<file path="src/sv/svd_pkg.sv">
// Shared widths, register indexes and the result beat type for the
// delta stream variable-byte decoder. No dependencies.
package svd_pkg;

   localparam int DEFAULT_MAX_VALUES = 1024;
   localparam int BYTE_W             = 8;
   localparam int VALUE_W            = 32;
   localparam int COUNT_W            = 11;
   localparam int TOTAL_W            = 13;
   localparam int ASM_W              = 24;
   localparam int CODE_W             = 2;
   localparam int CSR_INDEX_W        = 1;
   localparam int CSR_DATA_W         = 32;

   typedef enum logic [CSR_INDEX_W-1:0] {
      CSR_VALUE_COUNT = 1'b0,
      CSR_START_VALUE = 1'b1
   } csr_index_type;

   typedef struct packed {
      logic               valid;
      logic [VALUE_W-1:0] value;
      logic               last;
      logic [TOTAL_W-1:0] bytes;
   } result_type;

endpackage

</file>
<file path="src/sv/svd_key_store.sv">
// Control byte store: one write port, one registered read port with
// write-first bypass. Depends on svd_pkg.
module svd_key_store #(
   parameter int DEPTH  = 256,
   parameter int ADDR_W = 8
) (
   input  logic                      clock,
   input  logic                      wr_en,
   input  logic [ADDR_W-1:0]         wr_addr,
   input  logic [svd_pkg::BYTE_W-1:0] wr_data,
   input  logic [ADDR_W-1:0]         rd_addr,
   output logic [svd_pkg::BYTE_W-1:0] rd_data
);
   import svd_pkg::*;

   logic [BYTE_W-1:0] mem [DEPTH];
   logic [BYTE_W-1:0] rd_data_ff;

   always_ff @(posedge clock) begin
      if (wr_en) begin
         mem[wr_addr] <= wr_data;
      end
   end

   always_ff @(posedge clock) begin
      if (wr_en && (wr_addr == rd_addr)) begin
         rd_data_ff <= wr_data;
      end else begin
         rd_data_ff <= mem[rd_addr];
      end
   end

   assign rd_data = rd_data_ff;

endmodule

</file>
<file path="src/sv/svd_datapath.sv">
// Decode state: control byte collection, little endian delta assembly and the
// running sum. Depends on svd_pkg; drives the svd_key_store ports.
module svd_datapath #(
   parameter int MAX_VALUES = svd_pkg::DEFAULT_MAX_VALUES,
   parameter int KEY_DEPTH  = (MAX_VALUES + 3) / 4,
   parameter int ADDR_W     = (KEY_DEPTH > 1) ? $clog2(KEY_DEPTH) : 1
) (
   input  logic                            clock,
   input  logic                            reset,
   input  logic                            csr_write,
   input  logic [svd_pkg::CSR_INDEX_W-1:0] csr_index,
   input  logic [svd_pkg::CSR_DATA_W-1:0]  csr_wdata,
   input  logic                            accept,
   input  logic [svd_pkg::BYTE_W-1:0]      in_byte,
   input  logic [svd_pkg::BYTE_W-1:0]      key_rd_data,
   output logic                            key_wr_en,
   output logic [ADDR_W-1:0]               key_wr_addr,
   output logic [svd_pkg::BYTE_W-1:0]      key_wr_data,
   output logic [ADDR_W-1:0]               key_rd_addr,
   output svd_pkg::result_type             result
);
   import svd_pkg::*;

   localparam int CNT_W = $clog2(MAX_VALUES + 1);
   localparam int KEY_W = $clog2(KEY_DEPTH + 1);

   logic                phase_ff, phase_in;
   logic [KEY_W-1:0]    seen_ff, seen_in;
   logic [CNT_W-1:0]    done_ff, done_in;
   logic [1:0]          bov_ff, bov_in;
   logic [ASM_W-1:0]    asm_ff, asm_in;
   logic [VALUE_W-1:0]  sum_ff, sum_in;
   logic [TOTAL_W-1:0]  total_ff, total_in;
   logic [CNT_W-1:0]    cnt_ff, cnt_in;
   logic [KEY_W-1:0]    key_len_ff, key_len_in;
   logic [VALUE_W-1:0]  start_ff, start_in;

   logic [CODE_W-1:0]   code;
   logic [VALUE_W-1:0]  delta;
   logic [VALUE_W-1:0]  new_sum;
   logic [CNT_W-1:0]    done_next;
   logic [KEY_W-1:0]    seen_next;
   logic [TOTAL_W-1:0]  total_next;
   logic                is_last;
   logic [CNT_W:0]      cnt_plus;

   always_comb begin
      case (done_ff[1:0])
         2'd0:    code = key_rd_data[1:0];
         2'd1:    code = key_rd_data[3:2];
         2'd2:    code = key_rd_data[5:4];
         2'd3:    code = key_rd_data[7:6];
         default: code = key_rd_data[1:0];
      endcase
   end

   assign delta      = VALUE_W'(asm_ff) | (VALUE_W'(in_byte) << {bov_ff, 3'b000});
   assign new_sum    = sum_ff + delta;
   assign done_next  = done_ff + 1'b1;
   assign seen_next  = seen_ff + 1'b1;
   assign total_next = total_ff + 1'b1;
   assign is_last    = (done_next >= cnt_ff);

   always_comb begin
      phase_in   = phase_ff;
      seen_in    = seen_ff;
      done_in    = done_ff;
      bov_in     = bov_ff;
      asm_in     = asm_ff;
      sum_in     = sum_ff;
      total_in   = total_ff;
      cnt_in     = cnt_ff;
      key_len_in = key_len_ff;
      start_in   = start_ff;
      cnt_plus   = '0;
      key_wr_en  = 1'b0;
      result     = '0;

      if (csr_write) begin
         if (csr_index == CSR_VALUE_COUNT) begin
            if (32'(csr_wdata[COUNT_W-1:0]) > 32'(MAX_VALUES)) begin
               cnt_in = CNT_W'(MAX_VALUES);
            end else begin
               cnt_in = CNT_W'(csr_wdata[COUNT_W-1:0]);
            end
            cnt_plus   = (CNT_W+1)'(cnt_in) + (CNT_W+1)'(3);
            key_len_in = KEY_W'(cnt_plus >> 2);
         end else begin
            start_in = csr_wdata[VALUE_W-1:0];
         end
         phase_in = 1'b0;
         seen_in  = '0;
         done_in  = '0;
         bov_in   = '0;
         asm_in   = '0;
         total_in = '0;
         sum_in   = start_in;
      end else if (accept && (cnt_ff != '0)) begin
         total_in = total_next;
         if (!phase_ff) begin
            key_wr_en = 1'b1;
            seen_in   = seen_next;
            if (seen_next >= key_len_ff) begin
               phase_in = 1'b1;
            end
         end else if (bov_ff < code) begin
            asm_in = asm_ff | (ASM_W'(in_byte) << {bov_ff, 3'b000});
            bov_in = bov_ff + 1'b1;
         end else begin
            result.valid = 1'b1;
            result.value = new_sum;
            result.last  = is_last;
            result.bytes = is_last ? total_next : '0;
            bov_in       = '0;
            asm_in       = '0;
            if (is_last) begin
               phase_in = 1'b0;
               seen_in  = '0;
               done_in  = '0;
               total_in = '0;
               sum_in   = start_ff;
            end else begin
               done_in = done_next;
               sum_in  = new_sum;
            end
         end
      end
   end

   assign key_wr_addr = seen_ff[ADDR_W-1:0];
   assign key_wr_data = in_byte;
   assign key_rd_addr = done_in[ADDR_W+1:2];

   always_ff @(posedge clock) begin
      if (reset) begin
         phase_ff   <= 1'b0;
         seen_ff    <= '0;
         done_ff    <= '0;
         bov_ff     <= '0;
         asm_ff     <= '0;
         sum_ff     <= '0;
         total_ff   <= '0;
         cnt_ff     <= '0;
         key_len_ff <= '0;
         start_ff   <= '0;
      end else begin
         phase_ff   <= phase_in;
         seen_ff    <= seen_in;
         done_ff    <= done_in;
         bov_ff     <= bov_in;
         asm_ff     <= asm_in;
         sum_ff     <= sum_in;
         total_ff   <= total_in;
         cnt_ff     <= cnt_in;
         key_len_ff <= key_len_in;
         start_ff   <= start_in;
      end
   end

   a_phase_keys_done: assert property (@(posedge clock) disable iff (reset)
      phase_ff |-> (seen_ff == key_len_ff))
      else $error("data phase entered before all control bytes were stored");

   a_collect_no_values: assert property (@(posedge clock) disable iff (reset)
      !phase_ff |-> (done_ff == '0) && (bov_ff == '0))
      else $error("value progress while collecting control bytes");

   a_done_below_count: assert property (@(posedge clock) disable iff (reset)
      (done_ff == '0) || (done_ff < cnt_ff))
      else $error("value counter reached the count without rearming");

   a_result_in_data: assert property (@(posedge clock) disable iff (reset)
      result.valid |-> phase_ff && !csr_write)
      else $error("result beat outside the data phase");

endmodule

</file>
<file path="src/sv/svd_out_reg.sv">
// Result register: holds one result beat until the consumer takes it.
// Depends on svd_pkg.
module svd_out_reg (
   input  logic                            clock,
   input  logic                            reset,
   input  svd_pkg::result_type             result,
   input  logic                            rsp_stall,
   output logic                            full_stalled,
   output logic                            rsp_valid,
   output logic [svd_pkg::VALUE_W-1:0]     rsp_decoded_value,
   output logic                            rsp_last_value,
   output logic [svd_pkg::TOTAL_W-1:0]     rsp_bytes_used
);
   import svd_pkg::*;

   logic               valid_ff, valid_in;
   logic [VALUE_W-1:0] value_ff;
   logic               last_ff;
   logic [TOTAL_W-1:0] bytes_ff;
   logic               load;

   assign full_stalled = valid_ff && rsp_stall;
   assign load         = result.valid && !full_stalled;

   always_comb begin
      valid_in = valid_ff;
      if (load) begin
         valid_in = 1'b1;
      end else if (!rsp_stall) begin
         valid_in = 1'b0;
      end
   end

   always_ff @(posedge clock) begin
      if (reset) begin
         valid_ff <= 1'b0;
      end else begin
         valid_ff <= valid_in;
      end
   end

   always_ff @(posedge clock) begin
      if (load) begin
         value_ff <= result.value;
         last_ff  <= result.last;
         bytes_ff <= result.bytes;
      end
   end

   assign rsp_valid         = valid_ff;
   assign rsp_decoded_value = value_ff;
   assign rsp_last_value    = last_ff;
   assign rsp_bytes_used    = bytes_ff;

endmodule

</file>
<file path="src/sv/stream_vbyte_delta_decoder.sv">
// Delta stream variable-byte decoder, 32-bit values: top level.
// Depends on svd_pkg, svd_key_store, svd_datapath and svd_out_reg.
//
//   channel | direction | handshake              | payload
//   req_    | in        | req_valid / req_stall  | req_in_byte
//   rsp_    | out       | rsp_valid / rsp_stall  | rsp_decoded_value, rsp_last_value,
//           |           |                        | rsp_bytes_used
//   csr_    | in        | csr_valid / csr_ready  | csr_index, csr_wdata
//
// One buffer byte per cycle while req_stall is low; a byte that completes a value shows
// on rsp_ in the cycle after it is accepted.
// The control byte for the next value is read from the key store in the cycle
// before it is needed, through its registered read port.
// Synchronous reset clears all control state; the key store is not cleared.
// req_stall is high only while a result beat is held by rsp_stall.
module stream_vbyte_delta_decoder #(
   parameter int MAX_VALUES = svd_pkg::DEFAULT_MAX_VALUES
) (
   input  logic                            clock,
   input  logic                            reset,
   input  logic                            req_valid,
   output logic                            req_stall,
   input  logic [svd_pkg::BYTE_W-1:0]      req_in_byte,
   output logic                            rsp_valid,
   input  logic                            rsp_stall,
   output logic [svd_pkg::VALUE_W-1:0]     rsp_decoded_value,
   output logic                            rsp_last_value,
   output logic [svd_pkg::TOTAL_W-1:0]     rsp_bytes_used,
   input  logic                            csr_valid,
   output logic                            csr_ready,
   input  logic [svd_pkg::CSR_INDEX_W-1:0] csr_index,
   input  logic [svd_pkg::CSR_DATA_W-1:0]  csr_wdata
);
   import svd_pkg::*;

   localparam int KEY_DEPTH = (MAX_VALUES + 3) / 4;
   localparam int ADDR_W    = (KEY_DEPTH > 1) ? $clog2(KEY_DEPTH) : 1;

   logic              accept;
   logic              csr_write;
   logic              full_stalled;
   logic              key_wr_en;
   logic [ADDR_W-1:0] key_wr_addr;
   logic [BYTE_W-1:0] key_wr_data;
   logic [ADDR_W-1:0] key_rd_addr;
   logic [BYTE_W-1:0] key_rd_data;
   result_type        result;

   assign csr_ready = 1'b1;
   assign csr_write = csr_valid && csr_ready;
   assign req_stall = full_stalled;
   assign accept    = req_valid && !req_stall;

   svd_key_store #(
      .DEPTH  (KEY_DEPTH),
      .ADDR_W (ADDR_W)
   ) u_key_store (
      .clock   (clock),
      .wr_en   (key_wr_en),
      .wr_addr (key_wr_addr),
      .wr_data (key_wr_data),
      .rd_addr (key_rd_addr),
      .rd_data (key_rd_data)
   );

   svd_datapath #(
      .MAX_VALUES (MAX_VALUES),
      .KEY_DEPTH  (KEY_DEPTH),
      .ADDR_W     (ADDR_W)
   ) u_datapath (
      .clock       (clock),
      .reset       (reset),
      .csr_write   (csr_write),
      .csr_index   (csr_index),
      .csr_wdata   (csr_wdata),
      .accept      (accept),
      .in_byte     (req_in_byte),
      .key_rd_data (key_rd_data),
      .key_wr_en   (key_wr_en),
      .key_wr_addr (key_wr_addr),
      .key_wr_data (key_wr_data),
      .key_rd_addr (key_rd_addr),
      .result      (result)
   );

   svd_out_reg u_out_reg (
      .clock             (clock),
      .reset             (reset),
      .result            (result),
      .rsp_stall         (rsp_stall),
      .full_stalled      (full_stalled),
      .rsp_valid         (rsp_valid),
      .rsp_decoded_value (rsp_decoded_value),
      .rsp_last_value    (rsp_last_value),
      .rsp_bytes_used    (rsp_bytes_used)
   );

endmodule

</file>
<file path="config.mk">
export PLATFORM = sky130hd
export DESIGN_NAME = stream_vbyte_delta_decoder
export DESIGN_NICKNAME = d
export VERILOG_FILES = /design/src/sv/svd_pkg.sv /design/src/sv/svd_key_store.sv /design/src/sv/svd_datapath.sv /design/src/sv/svd_out_reg.sv /design/src/sv/stream_vbyte_delta_decoder.sv
export SDC_FILE = /design/constraint.sdc
export NUM_CORES = 2
export LEC_CHECK = 0
export BUFFER_PORTS_ARGS = -buffer_cell sky130_fd_sc_hd__buf_2
export CORE_MARGIN = 8
export CORE_UTILIZATION = 60
export DETAILED_ROUTE_END_ITERATION = 7
export PLACE_DENSITY_LB_ADDON = 0.08
export SKIP_CTS_REPAIR_TIMING = 1
export SYNTH_ARGS = -nofsm -noshare
export SYNTH_HDL_FRONTEND = slang
export SYNTH_SLANG_ARGS = --single-unit
</file>
<file path="constraint.sdc">
create_clock -name clock -period 17.5 [get_ports clock]
set_input_delay 2.625 -clock clock [delete_from_list [all_inputs] [get_ports clock]]
set_output_delay 2.625 -clock clock [all_outputs]
set_load 0.02 [all_outputs]
</file>
==> flow_summary.yaml <==
setup_path:
  r2r_end: "u_out_reg.rsp_bytes_used[9]"
  cp-end-kind: "register"
  path_buf_inv: 4
  arrival_ps: 9060
  ff2ff_path_depth: 18
  slowest_delay_ps: 860
  path_cells: "buf_4 -> buf_4 -> mux4_2 -> mux4_2 -> mux4_2 -> mux4_2 -> and2_1 -> a221o_1 -> mux2i_1 -> ha_1 -> nand2b_1 -> nor3_1 -> a32oi_1 -> nor3_1 -> o31ai_4 -> buf_4 -> or2_2 -> inv_2"
  cpMostUsedCell: "mux4_2"
  worstPathRequired_ps: 17930
  worstSetupPathType: "register to register"
  startpoint_type: "register"
  critPathTopFamily: "buffers and inverters"
  crit_fanout: 58
  reg2reg_setup_slack_ps: 8870
  cp_slowest_cell: "dfxtp_4"
synthesis:
  synthArstFlopShare: 0
  netlist_top_cells_area: "edfxtp_1 (70%), mux4_2 (15%), dfxtp_1 (3.4%)"
  synth_area_mm2: 0.0900
  synth_flop_cell: "edfxtp_1"
  synth_most_common_cell: "edfxtp_1"
  synthCells: 4739
  yosys_warnings: 0
  synth_seq_cells: 2247
  synth_edf_count: 2094
  yosys-top-cells-count: "edfxtp_1 (2094), mux4_2 (587), nor2_1 (435)"
  syn_area_per_cell_um2: 19.0
  synthesis.nets: 4847
  ys_seq_area_frac: 0.732
  ys_types: 72
  yosys.area.top_type: "edfxtp_1"
  synth.top_cell.area_share: 0.698
timing:
  worst_pin_slew_ps: 1210
  setup_viol: 0
  rsz0062_at_grt: "no"
  hold_slack_ps: 455
  period_share: 0.493
  hold_viol: 0
  min_period_ps: 8630
  relSlewSlack: 0.191
  timing.fmax_ghz: 0.116
  slew_violations: 0
  final.setup_skew_ps: 66.0
  tns_ps: 0
clocking:
  cts_buffers: 220
  clkSinkCount: 2247
  clk_path_buf_depth: 3
  htree_num_levels: 4
  cts_tree: "built"
  cts_root_buf: "clkbuf_16"
  clk_pin_slew_ps: 60
  clkLatencyLatePin_ps: 860
global_routing:
  antenna_found_initial: 9
  grt_max_degree: 124
  grt_pass1_vias: 46100
  grt_overflow: 0
  grt_first_pass_wirelength_mm: 335
  grt_usage: 0.286
worst_hold_path:
  min_path_type: "register to register"
  hold_end: "u_datapath.sum_ff[10]"
  min_path_cells: 2
  min-delay-start: "u_datapath.sum_ff[10]"
cells_and_area:
  synthToLayoutAreaGrowth_pct: 10.6
  fillers: 9789
  finalNetCount: 4971
  drive_gt1_frac: 0.219
power:
  leakagePower_nw: 31.1
  p_per_area_mw_per_mm2: 107
  ir_drop_mv: 0.104
floorplan:
  ios: 95
  die_h_um: 403
  initial_core_util: 0.603
  die-width_um: 403
  core-area_mm2: 0.149
  die_area_mm2: 0.163
  rows: 142
routing:
  wl_per_cell_um: 33.1
  route.detailed.drc: 0
  routed_wl_mm: 234
  via_per_inst: 6.67
  ant_nets: 0
  num_vias: 47100
  drtPass1Iterations: 6
  drtIter0Drc: 6490
placed_design:
  dpl.hpwl_mm: 143
  gpl.final_weighted_congestion: 0.907
  io_buffer_count: 93
status:
  status: "complete, no violations"
flow_run:
  maxCapViolCount: 0
logic make-up after synthesis:
logic type / Yosys count / synth area share
AO/OA/AOI/OAI: 496 / 0.0364
multiplexers: 686 / 0.158
XOR/XNOR: 65 / 0.00632
flip-flops: 2247 / 0.732
other: 1 / 0.0000417
adder cells (fa/ha/maj): 62 / 0.00870
AND/OR/NAND/NOR: 855 / 0.0417
buffers and inverters: 327 / 0.0164
worst max path at each step:
stage               cells past startpoint                           end  slack, ps  startpoint
floorplan                              24   u_out_reg.rsp_bytes_used[0]      10470    register
global placement                       18  u_out_reg.rsp_bytes_used[10]       8950    register
detailed placement                     18  u_out_reg.rsp_bytes_used[10]       8950    register
CTS                                    18   u_out_reg.rsp_bytes_used[9]       8900    register
global route                           18   u_out_reg.rsp_bytes_used[9]       8550    register
finish                                 18   u_out_reg.rsp_bytes_used[9]       8870    register
sequential cells by signal, indices dropped and copies added (netlist names), named ones only:
signal                       flops
u_datapath.bov_ff                2
u_out_reg.rsp_valid              1
u_out_reg.rsp_decoded_value     32
u_out_reg.rsp_bytes_used        13
u_datapath.key_len_ff            9
u_key_store.mem               2048
u_datapath.total_ff             13
u_out_reg.rsp_last_value         1
u_datapath.phase_ff              1
u_datapath.start_ff             32
u_datapath.sum_ff               32
u_datapath.cnt_ff               11
u_datapath.asm_ff               24
u_datapath.done_ff              11
u_datapath.seen_ff               9
power breakdown:
group / switching [mW] / internal (mW) / leakage, nW
clock: 2.02 / 2.54 / 3.39
combinational: 0.171 / 0.0491 / 7.52
sequential: 0.00810 / 5.88 / 20.2
total: 2.20 / 8.47 / 31.1
cell type report:
cell class	instances	area (µm²)	share of cell area
multi-input combinational	2165	22600	0.227
clock buffer	275	5750	0.0578
tap	2016	2520	0.0253
timing repair buffer	181	1280	0.0129
clock inverter	128	1200	0.0120
inverter	48	185	0.00186
sequential	2247	66000	0.663
antenna	4	10.0	0.000101
metrics by stage:
stage               setup WS [ps]  total power [mW]   util  instances  area (µm²)
finish                       8870              10.7  0.666       7064       99600
global route                 8550              10.9  0.666       7060       99500
CTS                          8900              10.7  0.666       7060       99500
detailed placement           8950              6.22  0.620       6657       92600
global placement             8950              6.21  0.620       6657       92600
floorplan                   10470              6.08      -       4739       90000
cell usage in the layout, fill, tap and decap left out, types with 16 or more instances in the layout:
master,count
xnor2_1,41
clkbuf_16,220
xor2_1,24
a22oi_1,71
and3_1,22
buf_4,81
a31oi_1,18
a21oi_1,135
clkinv_2,43
o21ai_0,75
nand2_1,184
a211oi_1,26
nor2b_1,41
buf_2,85
edfxtp_1,2094
mux4_2,587
and2_1,21
nand2b_1,16
inv_1,42
ha_1,61
clkinv_1,54
a21o_1,44
mux2i_1,87
clkbuf_1,51
nor3_1,37
nand3_1,34
dfxtp_1,148
nor2_1,434
layer usage:
| layer | up-vias | routed length (µm) | global-route usage |
|---|---|---|---|
| li1 | 19400 | - | - |
| met4 | 0 | 9350 | 0.102 |
| met5 | - | 0 | 0 |
| met1 | 24600 | 91800 | 0.410 |
| met2 | 2585 | 109000 | 0.439 |
| met3 | 457 | 23600 | 0.0651 |
worst reg2reg max path, cell delays in order, from the launching register on:
cell	delay [ps]
dfxtp_4	860
buf_4	800
buf_4	740
mux4_2	460
mux4_2	500
mux4_2	570
mux4_2	500
and2_1	170
a221o_1	270
mux2i_1	180
ha_1	200
nand2b_1	90
nor3_1	200
a32oi_1	130
nor3_1	600
o31ai_4	120
buf_4	270
or2_2	640
inv_2	870
Power figures use the tool's default switching activity.
